`config.mk`:
```
export PLATFORM = sky130hd
export DESIGN_NAME = falt_enc
export DESIGN_NICKNAME = d
export VERILOG_FILES = /design/src/rtl/falt_pkg.sv /design/src/rtl/falt_enc.sv
export SDC_FILE = /design/constraint.sdc
export NUM_CORES = 1
export LEC_CHECK = 0
export ABC_CLOCK_PERIOD_IN_PS = 1500
export BUFFER_PORTS_ARGS = -buffer_cell sky130_fd_sc_hd__buf_2
export CORE_MARGIN = 5
export CORE_UTILIZATION = 32
export CTS_BUF_LIST = sky130_fd_sc_hd__clkbuf_4 sky130_fd_sc_hd__clkbuf_8 sky130_fd_sc_hd__clkbuf_16
export CTS_CLUSTER_DIAMETER = 150
export DETAILED_ROUTE_END_ITERATION = 12
export PLACE_DENSITY = 0.84
export SYNTH_ARGS = -nofsm -noshare
export SYNTH_HDL_FRONTEND = slang
export SYNTH_SLANG_ARGS = --single-unit
```
`constraint.sdc`:
```
create_clock -name clk -period 1.5 [get_ports clk]
set_input_delay 0.075 -clock clk [delete_from_list [all_inputs] [get_ports clk]]
set_output_delay 0.075 -clock clk [all_outputs]
set_load 0.01 [all_outputs]
```
`src/rtl/falt_pkg.sv`:
```
// shared types and constants of the fully associative lru tlb
package falt_pkg;

    localparam int ADDR_W      = 64;
    localparam int TAG_W       = 54;
    localparam int CNT_W       = 64;
    localparam int LAT_W       = 17;
    localparam int CFG_W       = 16;
    localparam int CFG_IDX_W   = 2;
    localparam int SHIFT_W     = 5;
    localparam int ENTRIES_DEF = 64;

    localparam logic [SHIFT_W-1:0] SHIFT_MIN = 5'd10;
    localparam logic [SHIFT_W-1:0] SHIFT_MAX = 5'd30;

    localparam logic [SHIFT_W-1:0] PAGE_SHIFT_RST   = 5'd13;
    localparam logic [CFG_W-1:0]   HIT_LATENCY_RST  = 16'd0;
    localparam logic [CFG_W-1:0]   MISS_PENALTY_RST = 16'd100;

    // configuration register indexes
    localparam logic [CFG_IDX_W-1:0] CFG_PAGE_SHIFT   = 2'd0;
    localparam logic [CFG_IDX_W-1:0] CFG_HIT_LATENCY  = 2'd1;
    localparam logic [CFG_IDX_W-1:0] CFG_MISS_PENALTY = 2'd2;

    typedef enum logic [1:0] {
        ST_IDLE,
        ST_CMP,
        ST_ENC,
        ST_UPD
    } falt_state_t;

    // strobes from the sequencer to the cell row and the encoder
    typedef struct packed {
        logic cmp;
        logic enc;
        logic upd;
        logic miss;
    } falt_ctrl_t;

endpackage

```
`src/rtl/falt_enc.sv`:
```
// registered encoder: any-hit flag and hit position from the match row
module falt_enc
    import falt_pkg::*;
#(
    parameter int ENTRIES = ENTRIES_DEF,
    parameter int IDX_W   = $clog2(ENTRIES)
) (
    input  logic               clk,
    input  logic               rst_n,
    input  falt_ctrl_t         ctrl,
    input  logic [ENTRIES-1:0] match,
    output logic               any,
    output logic [IDX_W-1:0]   pos
);

    logic             any_reg;
    logic [IDX_W-1:0] pos_reg;
    logic [IDX_W-1:0] pos_next;

    // tags are unique, so at most one match bit is set and an or works
    always_comb
    begin
        pos_next = '0;
        for (int i = 0; i < ENTRIES; i++)
        begin
            if (match[i])
            begin
                pos_next = pos_next | IDX_W'(i);
            end
        end
    end

    always_ff @(posedge clk or negedge rst_n)
    begin
        if (!rst_n)
        begin
            any_reg <= 1'b0;
        end
        else if (ctrl.enc)
        begin
            any_reg <= |match;
        end
    end

    always_ff @(posedge clk)
    begin
        if (ctrl.enc)
        begin
            pos_reg <= pos_next;
        end
    end

    assign any = any_reg;
    assign pos = pos_reg;

endmodule

```
Word-level counts from Yosys, hierarchy flattened
Index checks and enable logic that the tools add are counted.

word-level totals
  flip-flop bits (word level) = 7
  output and inout port bits = 7
  word-level logic and storage cells = 74
  bits of input ports = 70

operators by class
  muxes and demuxes = 61
  reductions and logical operators = 6

operators by type and width
  kind              count
  $mux 6            30
  $mux 5            16
  $reduce_or 64->1  1
  $mux 4            8
  $reduce_or 32->1  1
  $reduce_or 16->1  1
  $mux 3            4
  $reduce_or 8->1   1
  $mux 2            2
  $reduce_or 4->1   1
  $reduce_or 2->1   1
  $mux 1            1

Depth between registers and ports, before layout
  depth in word-level cells = 61
  mapped depth = 4
  mapped depth without buffers = 4

Worst setup path before layout
Ideal clock, no wire load.

  kind = input to register
  start = in match[49]
  end = reg pos_reg[5] (netlist: pos[5]) (data pin)
  path slack = 0.047 ns
  required time = 1.235 ns
  path buffers = 0
  stages = 3
  arrival = 1.188 ns
  library setup time = 0.265 ns
  cells stage by stage = or3_1 > or4_1 > or3_1

between the ends
  longest elaborated chain between the ends = 1

RTL lines
  item                               line            source
  start: declaration                 falt_enc.sv:11  input logic [ENTRIES-1:0] match,
  $reduce_or 32->1 (no source line)  n/a
  end signal: assignment             falt_enc.sv:49  pos_reg <= pos_next;
  end: declaration                   falt_enc.sv:17  logic [IDX_W-1:0] pos_reg;

Every way passes these cells.
A chain may end at the register's enable or synchronous reset.

Final worst setup path
Same ends and word-level chain as after synthesis.

==> flow_summary.json <==
{
  "die_area_um2": 2674,
  "worstPathRequired_ns": 1.50,
  "ir_drop_uv": 208.9,
  "drc": 0,
  "cts_resized": 0,
  "clk_path_buf_depth": 2,
  "path_class": "input pin to flip-flop",
  "p_per_area_nw_per_um2": 563.9,
  "fin_crit_sh_pct": 88.36,
  "syn2layout_area_growth_pct": 82.02,
  "skew_ns": 0,
  "grt_usage_pct": 18.13,
  "path_cells": "buf_2 > or3_1 > or4_1 > or3_1",
  "p_sw_uw": 147.1,
  "tightest_slew_ns": 0.3956,
  "cts_tree": "yes",
  "synth_cells": 69,
  "leakage_nw": 0.4603,
  "clkTransAtPathRegs_ns": 0.05,
  "synth-seq-cells": 7,
  "cts_root_buf": "clkbuf_4",
  "power.internal_uw": 424.4,
  "hp-class": "input pin to asynchronous set/reset pin",
  "clkLatencyLatePin_ns": 0.26,
  "fill_cells": 158,
  "crit_top_cell": "or3_1",
  "final_hold_viol_count": 0,
  "io_buffers": 73,
  "p_clk_share_pct": 34.3,
  "slew_headroom_pct": 73.38,
  "grt_pass1_wl_mm": 3.657,
  "finalCriticalPeriod_ns": 1.325,
  "num-nets-final": 222,
  "slew_violations": 0,
  "grt_antenna_before_repair": 0,
  "seq_area_frac_synth_pct": 36.85,
  "cts_setup_buffers": 0,
  "fin_cells": 168,
  "avgSynthCellArea_um2": 8.069,
  "slowest_delay_ns": 0.42,
  "finalSetupViolations": 0,
  "combinationalPowerShare_pct": 27.0,
  "ys_types": 15,
  "syn_area_um2": 556.8,
  "synth.net_count": 139,
  "drt_wl_total_mm": 2.388,
  "synth.yosys.warnings": 0,
  "io_pins": 77,
  "drive_gt1_share_pct": 53.64,
  "wl_per_cell_um": 14.21,
  "fmax_mhz": 754.5,
  "clkSinkCount": 7,
  "grt_remaining_overflow": 0,
  "die_x_um": 51.71,
  "viasPerCell": 5.500,
  "dp_cells": 163,
  "htree_num_levels": 1,
  "cp-end-kind": "flip-flop",
  "die_h_um": 51.71,
  "ctsHoldBuffers": 1,
  "first_global_vias": 918,
  "drt_pre_antenna_iters": 4,
  "initial_core_util_pct": 32.96,
  "fp.coreArea_um2": 1689,
  "grt_max_degree": 9,
  "crit_fanout": 2,
  "worst_path_max_delay_cell": "or4_1",
  "largest_register_ffs": 6,
  "startpoint_type": "input pin",
  "rsz0062_at_grt": "false",
  "drtIter0Drc": 24,
  "status": "complete, no violations",
  "placed_cell_area_um2": 973.4,
  "antenna_cells": 0,
  "swShare_pct": 25.73,
  "cts_made_buffers": 3,
  "dpl.hpwl_mm": 2.206,
  "max_cap_viol_count": 0,
  "stdcell_area_um2": 1013,
  "num_rows": 15,
  "path_buf_inv": 1,
  "gp_congestion": 0.7989,
  "postRouteAntennaNets": 0,
  "seqPwrFrac_pct": 38.6,
  "crit_arrival_ns": 1.33,
  "cp_top_family": "simple AND/OR/NAND/NOR gates",
  "vias": 924
}
-- synthesized netlist by cell type --
cell type   n  share of area (%)
a31oi_1     1                1.1
and3_1      3                3.4
and4_1      1                1.6
dfrtp_1     1                4.5
edfxtp_1    6                 32
nand2_1     3                2.0
nand3_1     3                2.7
nand3b_1    1                1.3
nand4_1     5                5.6
nand4b_1    1                1.6
nor2_1     11                7.4
nor3_1      8                7.2
nor4_1     17                 19
or3_1       3                3.4
or4_1       5                6.7
-- per-stage QoR --
stage | TNS (ns) | util [%] | hold WS [ns] | power, mW | worst slack [ns]
after detailed placement | -0.1253 | 57.63 | -0.1491 | 0.3769 | -0.09278
after global placement | -0.07863 | 57.63 | -0.1506 | 0.3741 | -0.06351
after global routing | 0 | 60.00 | 0.1140 | 0.5950 | 0.1142
final | 0 | 60.00 | 0.1158 | 0.5715 | 0.1745
after floorplan | 0 | - | -0.2206 | 0.2522 | 0.04700
after CTS | 0 | 60.00 | 0.1117 | 0.5726 | 0.1814
-- final timing paths --
check                      depth (start not counted)  startpoint  endpoint  slack (ns)
setup / recovery                                   4   match[49]    pos[5]        0.17
hold / removal                                     2       rst_n       any        0.12
setup reg to reg                                   2         any       any        0.84
hold reg to reg                                    2         any       any        0.57
max in group asynchronous                          2       rst_n       any        1.30
min in group clk                                   3   match[20]       any        0.13
-- area by class of cell --
type	count	area, um^2	share of cell area [%]
sequential	7	205.2	20.25
multi-input combinational	62	351.6	34.69
clock buffer	4	30.03	2.963
timing repair buffer	78	405.4	40.00
tap	17	21.27	2.099
-- power groups by stage --
stage	Combinational, mW	Clock [mW]	Sequential [mW]
final	0.155	0.196	0.221
after global routing	0.170	0.204	0.222
after CTS	0.154	0.197	0.221
after detailed placement	0.152	0	0.225
after global placement	0.150	0	0.224
after floorplan	0.0217	0	0.231
-- cell families (layout without fill, tap and decap cells) --
group,count (synthesis),in the layout,share of synthesized area (%)
compound gates,1,1,1.124
simple gates,61,61,62.02
buf+inv,0,82,0
flops,7,7,36.85
-- routing by layer --
metal | up-vias | wire (um) | global-route usage (%) | part of all wire, %
li1 | 460 | - | - | -
met3 | 3 | 210 | 2.865 | 8.8
met4 | 0 | 28 | 8.734 | 1.2
met5 | - | 0 | 0 | 0
met2 | 50 | 1146 | 30.72 | 48
met1 | 411 | 1002 | 22.20 | 42
-- placed cells by master (no fill, tap or decap), drive strengths merged --
master,netlist,final
edfxtp,6,6
nor4,17,17
and3,3,3
buf,0,77
or3,3,3
clkbuf,0,4
nand2,3,3
a31oi,1,1
or4,5,5
nand4,5,5
and4,1,1
nor2,11,11
dfrtp,1,1
dlygate4sd3,0,1
nor3,8,8
nand3,3,3
nand4b,1,1
nand3b,1,1
(Power assumes the default switching activity.)
