==> src/rtl/falt_pkg.sv <==
// shared types and constants of the fully associative lru tlb
package falt_pkg;

    localparam int ADDR_W      = 64;
    localparam int TAG_W       = 54;
    localparam int CNT_W       = 64;
    localparam int LAT_W       = 17;
    localparam int CFG_W       = 16;
    localparam int CFG_IDX_W   = 2;
    localparam int SHIFT_W     = 5;
    localparam int ENTRIES_DEF = 64;

    localparam logic [SHIFT_W-1:0] SHIFT_MIN = 5'd10;
    localparam logic [SHIFT_W-1:0] SHIFT_MAX = 5'd30;

    localparam logic [SHIFT_W-1:0] PAGE_SHIFT_RST   = 5'd13;
    localparam logic [CFG_W-1:0]   HIT_LATENCY_RST  = 16'd0;
    localparam logic [CFG_W-1:0]   MISS_PENALTY_RST = 16'd100;

    // configuration register indexes
    localparam logic [CFG_IDX_W-1:0] CFG_PAGE_SHIFT   = 2'd0;
    localparam logic [CFG_IDX_W-1:0] CFG_HIT_LATENCY  = 2'd1;
    localparam logic [CFG_IDX_W-1:0] CFG_MISS_PENALTY = 2'd2;

    typedef enum logic [1:0] {
        ST_IDLE,
        ST_CMP,
        ST_ENC,
        ST_UPD
    } falt_state_t;

    // strobes from the sequencer to the cell row and the encoder
    typedef struct packed {
        logic cmp;
        logic enc;
        logic upd;
        logic miss;
    } falt_ctrl_t;

endpackage

==> src/rtl/falt_cell.sv <==
// one tlb entry: tag, valid, match flag and move-to-front shift
module falt_cell
    import falt_pkg::*;
#(
    parameter int CELL_IDX = 0,
    parameter int IDX_W    = 6
) (
    input  logic             clk,
    input  logic             rst_n,
    input  falt_ctrl_t       ctrl,
    input  logic [IDX_W-1:0] pos,
    input  logic [TAG_W-1:0] page,
    input  logic [TAG_W-1:0] prev_tag,
    input  logic             prev_valid,
    output logic [TAG_W-1:0] tag,
    output logic             valid,
    output logic             match
);

    logic [TAG_W-1:0] tag_reg;
    logic             valid_reg;
    logic             match_reg;
    logic             shift_en;

    // miss: shift to first empty cell or all when full; hit: shift up to the hit cell
    assign shift_en = ctrl.upd &&
                      (ctrl.miss ? prev_valid : (IDX_W'(CELL_IDX) <= pos));

    always_ff @(posedge clk or negedge rst_n)
    begin
        if (!rst_n)
        begin
            valid_reg <= 1'b0;
        end
        else if (shift_en)
        begin
            valid_reg <= prev_valid;
        end
    end

    always_ff @(posedge clk)
    begin
        if (shift_en)
        begin
            tag_reg <= prev_tag;
        end
        if (ctrl.cmp)
        begin
            match_reg <= valid_reg && (tag_reg == page);
        end
    end

    assign tag   = tag_reg;
    assign valid = valid_reg;
    assign match = match_reg;

endmodule

==> config.mk <==
export PLATFORM = sky130hd
export DESIGN_NAME = falt_cell
export DESIGN_NICKNAME = d
export VERILOG_FILES = /design/src/rtl/falt_pkg.sv /design/src/rtl/falt_cell.sv
export SDC_FILE = /design/constraint.sdc
export NUM_CORES = 1
export LEC_CHECK = 0
export ABC_AREA = 1
export BUFFER_PORTS_ARGS = -buffer_cell sky130_fd_sc_hd__buf_2
export CAP_MARGIN = 20
export CORE_MARGIN = 4
export CORE_UTILIZATION = 45
export DETAILED_ROUTE_END_ITERATION = 8
export MAX_ROUTING_LAYER = met4
export PLACE_DENSITY = 0.84
export SLEW_MARGIN = 20
export SYNTH_ARGS = -nofsm -noshare
export SYNTH_HDL_FRONTEND = slang
export SYNTH_SLANG_ARGS = --single-unit
export TNS_END_PERCENT = 30
==> constraint.sdc <==
create_clock -name clk -period 2.4 [get_ports clk]
set_input_delay 0.12 -clock clk [delete_from_list [all_inputs] [get_ports clk]]
set_output_delay 0.12 -clock clk [all_outputs]
set_load 0.02 [all_outputs]
; Yosys cells after proc, flatten, opt, wreduce, memory -nomap -nowiden
; Cells that the tools add are included.
[op_classes]
addsub = 0
mul = 0
div = 0
magnitude_cmp = 1
eq_ne = 1
shift = 0
mux = 1
n_bitwise = 0
reduce_logical = 2
[ops]
columns = cell, count
row1 = $eq 54x54->1, 1
row2 = $le 1x6->1 const A, 1
row3 = $logic_and 1x1->1, 2
row4 = $mux 1, 1
[word_totals]
ff_bits = 56
latchBits = 0
ram_bits = 0
rom_bits = 0
inputBits = 121
elab_cells = 8
n_memories = 0

; Longest topological paths before layout
[depth]
depth_word = 3
depth_mapped = 10

; Least setup slack after synthesis
; OpenSTA, ideal clock, no wires.
[synth_path]
path_type = input-to-reg
startpoint = input prev_valid
endpoint = register tag_reg[0] (netlist: tag[0]), enable pin
arrival_time_ns = 1.330
path_slack_ns = 0.662
stages = 4
n_path_buf = 0
cell_sequence = inv_1 > nand2_1 > nand2_1 > inv_1
[synth_via]
elab_chain_cells = 2
[synth_lines]
columns = element, line
row1 = "start, declared", falt_cell.sv:14  ; input logic prev_valid,
row2 = $mux 1, falt_cell.sv:27  ; (ctrl.miss ? prev_valid : (IDX_W'(CELL_IDX) <= pos));
row3 = $logic_and 1x1->1, falt_cell.sv:26  ; assign shift_en = ctrl.upd &&
row4 = net shift_en, falt_cell.sv:23  ; logic shift_en;
row5 = "end signal, assigned", falt_cell.sv:45  ; tag_reg <= prev_tag;
row6 = "end, declared", falt_cell.sv:20  ; logic [TAG_W-1:0] tag_reg;
; The timed path passes the listed nets, and every way through them passes these cells.
; A chain may end at the register's enable or synchronous reset.

; Worst setup path after layout
[layout_path]
startpoint = register tag_reg[44] (netlist: tag[44])
endpoint = register match_reg (netlist: match), data pin
[layout_via]
elab_chain_cells = 2
[layout_lines]
columns = element, line
row1 = $eq 54x54->1, falt_cell.sv:49  ; match_reg <= valid_reg && (tag_reg == page);
row2 = $logic_and 1x1->1, falt_cell.sv:49
row3 = "end signal, assigned", falt_cell.sv:49
row4 = "end, declared", falt_cell.sv:22  ; logic match_reg;
; No other way between the ends.

==> results by group <==
Outcome
  – Status: finished, final reports clean

Pwr
  – Internal power: 1.63 mW
  – Combinational Power Share: 0.242
  – Peak VDD IR: 0.391 mV
  – Leakage: 2.16 nW
  – Sequential power share: 0.537
  – Sw power: 667 uW
  – Clock power frac: 0.221
  – Pwr/cell area: 541 nW/um^2
  – Sw Ratio: 0.291

Place
  – Dpl hpwl: 6040 um
  – Port buffer count: 169
  – Routability cong.: 0.907

Critical path
  – CP max FO: 2
  – Crit path top cell by count: nor2_1
  – Critical path endpoint category: flip-flop
  – Delay-heaviest family, CP: simple AND/OR/NAND/NOR gates
  – CP Launch Type: flip-flop
  – WP buf/inv: 0
  – CP Data Required Time: 2.57 ns
  – Reg2reg setup slack: 1.11 ns
  – WP data arrival: 1.46 ns
  – Setup CP Type: flip-flop to flip-flop
  – Ordered cell list for the critical path: xor2_1, nor2_1, nand2_1, nor2_1, nand3_1, nor2_1
  – Slowest CP cell: edfxtp_1
  – CP peak stage delay: 0.44 ns

Floorplan
  – IO Pins: 177
  – Die X: 84.7 um
  – Starting Density: 0.472
  – Die area: 7170 um^2
  – # rows: 27
  – Core box area: 5610 um^2
  – Die Y-Extent: 84.7 um

Synthesis
  – Count of different cell masters after synthesis: 13
  – Post-synthesis async set-or-reset flop share: 0.0179
  – Area fraction of the dominant cell type after synthesis: 0.624
  – Dominant cells by area after synthesis: edfxtp_1 62%, nand2_1 14%, inv_1 8.2%
  – Yosys reg bits: 56
  – Post-synth EDFFs: 55
  – Post-synth top cells: 96 x nand2_1, 58 x inv_1, 55 x edfxtp_1
  – Synth warnings: 0
  – Mapped Nets: 401
  – Top FF cell, synth: edfxtp_1
  – Top-count cell post-synth: nand2_1
  – Seq/Total Area, Yosys: 0.633
  – Area leader, netlist: edfxtp_1
  – Syn Area/Cell: 9.46 um^2
  – Post-Syn Area: 2650 um^2
  – Syn Inst Count: 280

Final layout
  – Final #Nets: 633
  – Diode count: 0
  – Layout area overhead: 60.2%
  – Max reg flops: 54
  – Share of cells above drive strength 1: 0.357

STA
  – Fmax: 0.773 GHz
  – Tmin final: 1.29 ns
  – Final Max Tran Viols: 0
  – Final setup viols: 0
  – Worst slew pin tran: 0.584 ns
  – RSZ-0062 raised after global routing: no
  – Setup TNS: 0 ns
  – Setup Skew: 0.0119 ns
  – Period utilization: 0.539
  – WHS: 0.0198 ns
  – Slew HR: 0.610
  – Final hold violation count: 0

Clock network
  – Hold_buf cts: 55
  – Worst skew pair latency: 0.31 ns
  – H-tree depth: 2
  – Clock sinks: 56
  – Clock transition at path regs: 0.10 ns
  – CTS buffer count: 5
  – CTS resizes: 0
  – CTS tree: built
  – Longest Clk Path Bufs: 2
  – Setup bufs post-CTS: 0
  – CTS Root Cell: clkbuf_8

GRT
  – Pin count of the biggest net entering global routing: 30
  – M2 GR Usage: 0.485
  – Most Crowded Layer GR: met2
  – M1 GR Usage: 0.234
  – Total track usage: 0.252
  – Vias in the first global route: 3035
  – First-pass GRT wire length: 13700 um
  – Met3 Use GR: 0.0559
  – Antenna violations before repair: 0
  – Global route overflow: 0

Drt
  – DR iter-0 viols: 93
  – DR pass1 iterations: 4
  – Routed WL: 8590 um
  – Routed Antenna Nets: 0
  – Via count: 2684
  – DR vias/cell: 4.59
  – Residual DRC count: 0
  – WL per Instance: 14.7 um

Run
  – Max-cap violations: 0

Min path
  – Type of the most critical hold path: input pin to flip-flop
kinds of logic after synthesis:
| kind of cell | after synthesis | synth area share |
|---|---|---|
| buffers and inverters | 61 | 0.0865 |
| AOI/OAI and AO/OA | 13 | 0.0246 |
| DFF | 56 | 0.633 |
| xor gates and xnor gates | 21 | 0.0695 |
| and+or+nand+nor | 129 | 0.186 |
cells in the final DEF, fill, tap and decap left out:
cell,synthesis,layout
clkbuf_8,0,5
nand3_1,1,1
buf_12,0,1
clkinvlp_4,0,2
nand2_1,96,96
clkinv_1,0,1
inv_1,58,57
edfxtp_1,55,55
o21ai_1,7,7
xnor2_1,13,13
nor2_1,29,29
nor2_2,2,2
dlygate4sd3_1,0,55
o21ai_0,6,6
nand4_1,1,1
buf_2,0,169
xor2_1,8,8
inv_2,3,4
dfrtp_1,1,1
layer usage:
layer	share of wire	wire length, um
met1	0.33	2830
met2	0.56	4770
met3	0.081	693
met4	0.034	291
met5	0	0
stage by stage:
step	instances	utilization	instance area, um^2	power, mW	setup slack (ns)
final	585	0.756	4240	2.29	1.11
after global routing	585	0.756	4240	2.41	0.978
after CTS	585	0.756	4240	2.30	1.07
after detailed placement	522	0.643	3600	1.73	0.974
after global placement	522	0.643	3600	1.70	0.990
after floorplan	280	-	2650	1.50	0.662
path summary, 6_finish.rpt:
kind	start	to	cells past startpoint
worst max-delay path	tag[44]$_DFFE_PP_	match$_DFFE_PP_	6
worst min-delay path	ctrl[3]	match$_DFFE_PP_	1
worst max register to register	tag[44]$_DFFE_PP_	match$_DFFE_PP_	6
worst min register to register	valid$_DFFE_PN0P_	valid$_DFFE_PN0P_	2
max in group asynchronous	rst_n	valid$_DFFE_PN0P_	2
min in group asynchronous	rst_n	valid$_DFFE_PN0P_	2
layout make-up:
| class | count | area [um^2] |
|---|---|---|
| sequential | 56 | 1680 |
| timing repair buffer | 225 | 1420 |
| fill | 382 | 1370 |
| multi-input combinational | 163 | 742 |
| inverter | 61 | 229 |
| tap | 72 | 90.1 |
| clock buffer | 5 | 68.8 |
| clock inverter | 3 | 18.8 |
power groups by stage:
| stage | registers, mW | logic, mW | clock network [mW] |
|---|---|---|---|
| finish | 1.23 | 0.555 | 0.508 |
| global route | 1.24 | 0.606 | 0.565 |
| CTS | 1.23 | 0.548 | 0.518 |
| detailed placement | 1.25 | 0.477 | 0 |
| global placement | 1.24 | 0.459 | 0 |
| floorplan | 1.35 | 0.152 | 0 |
No activity file was read; power rests on OpenSTA's default activity.
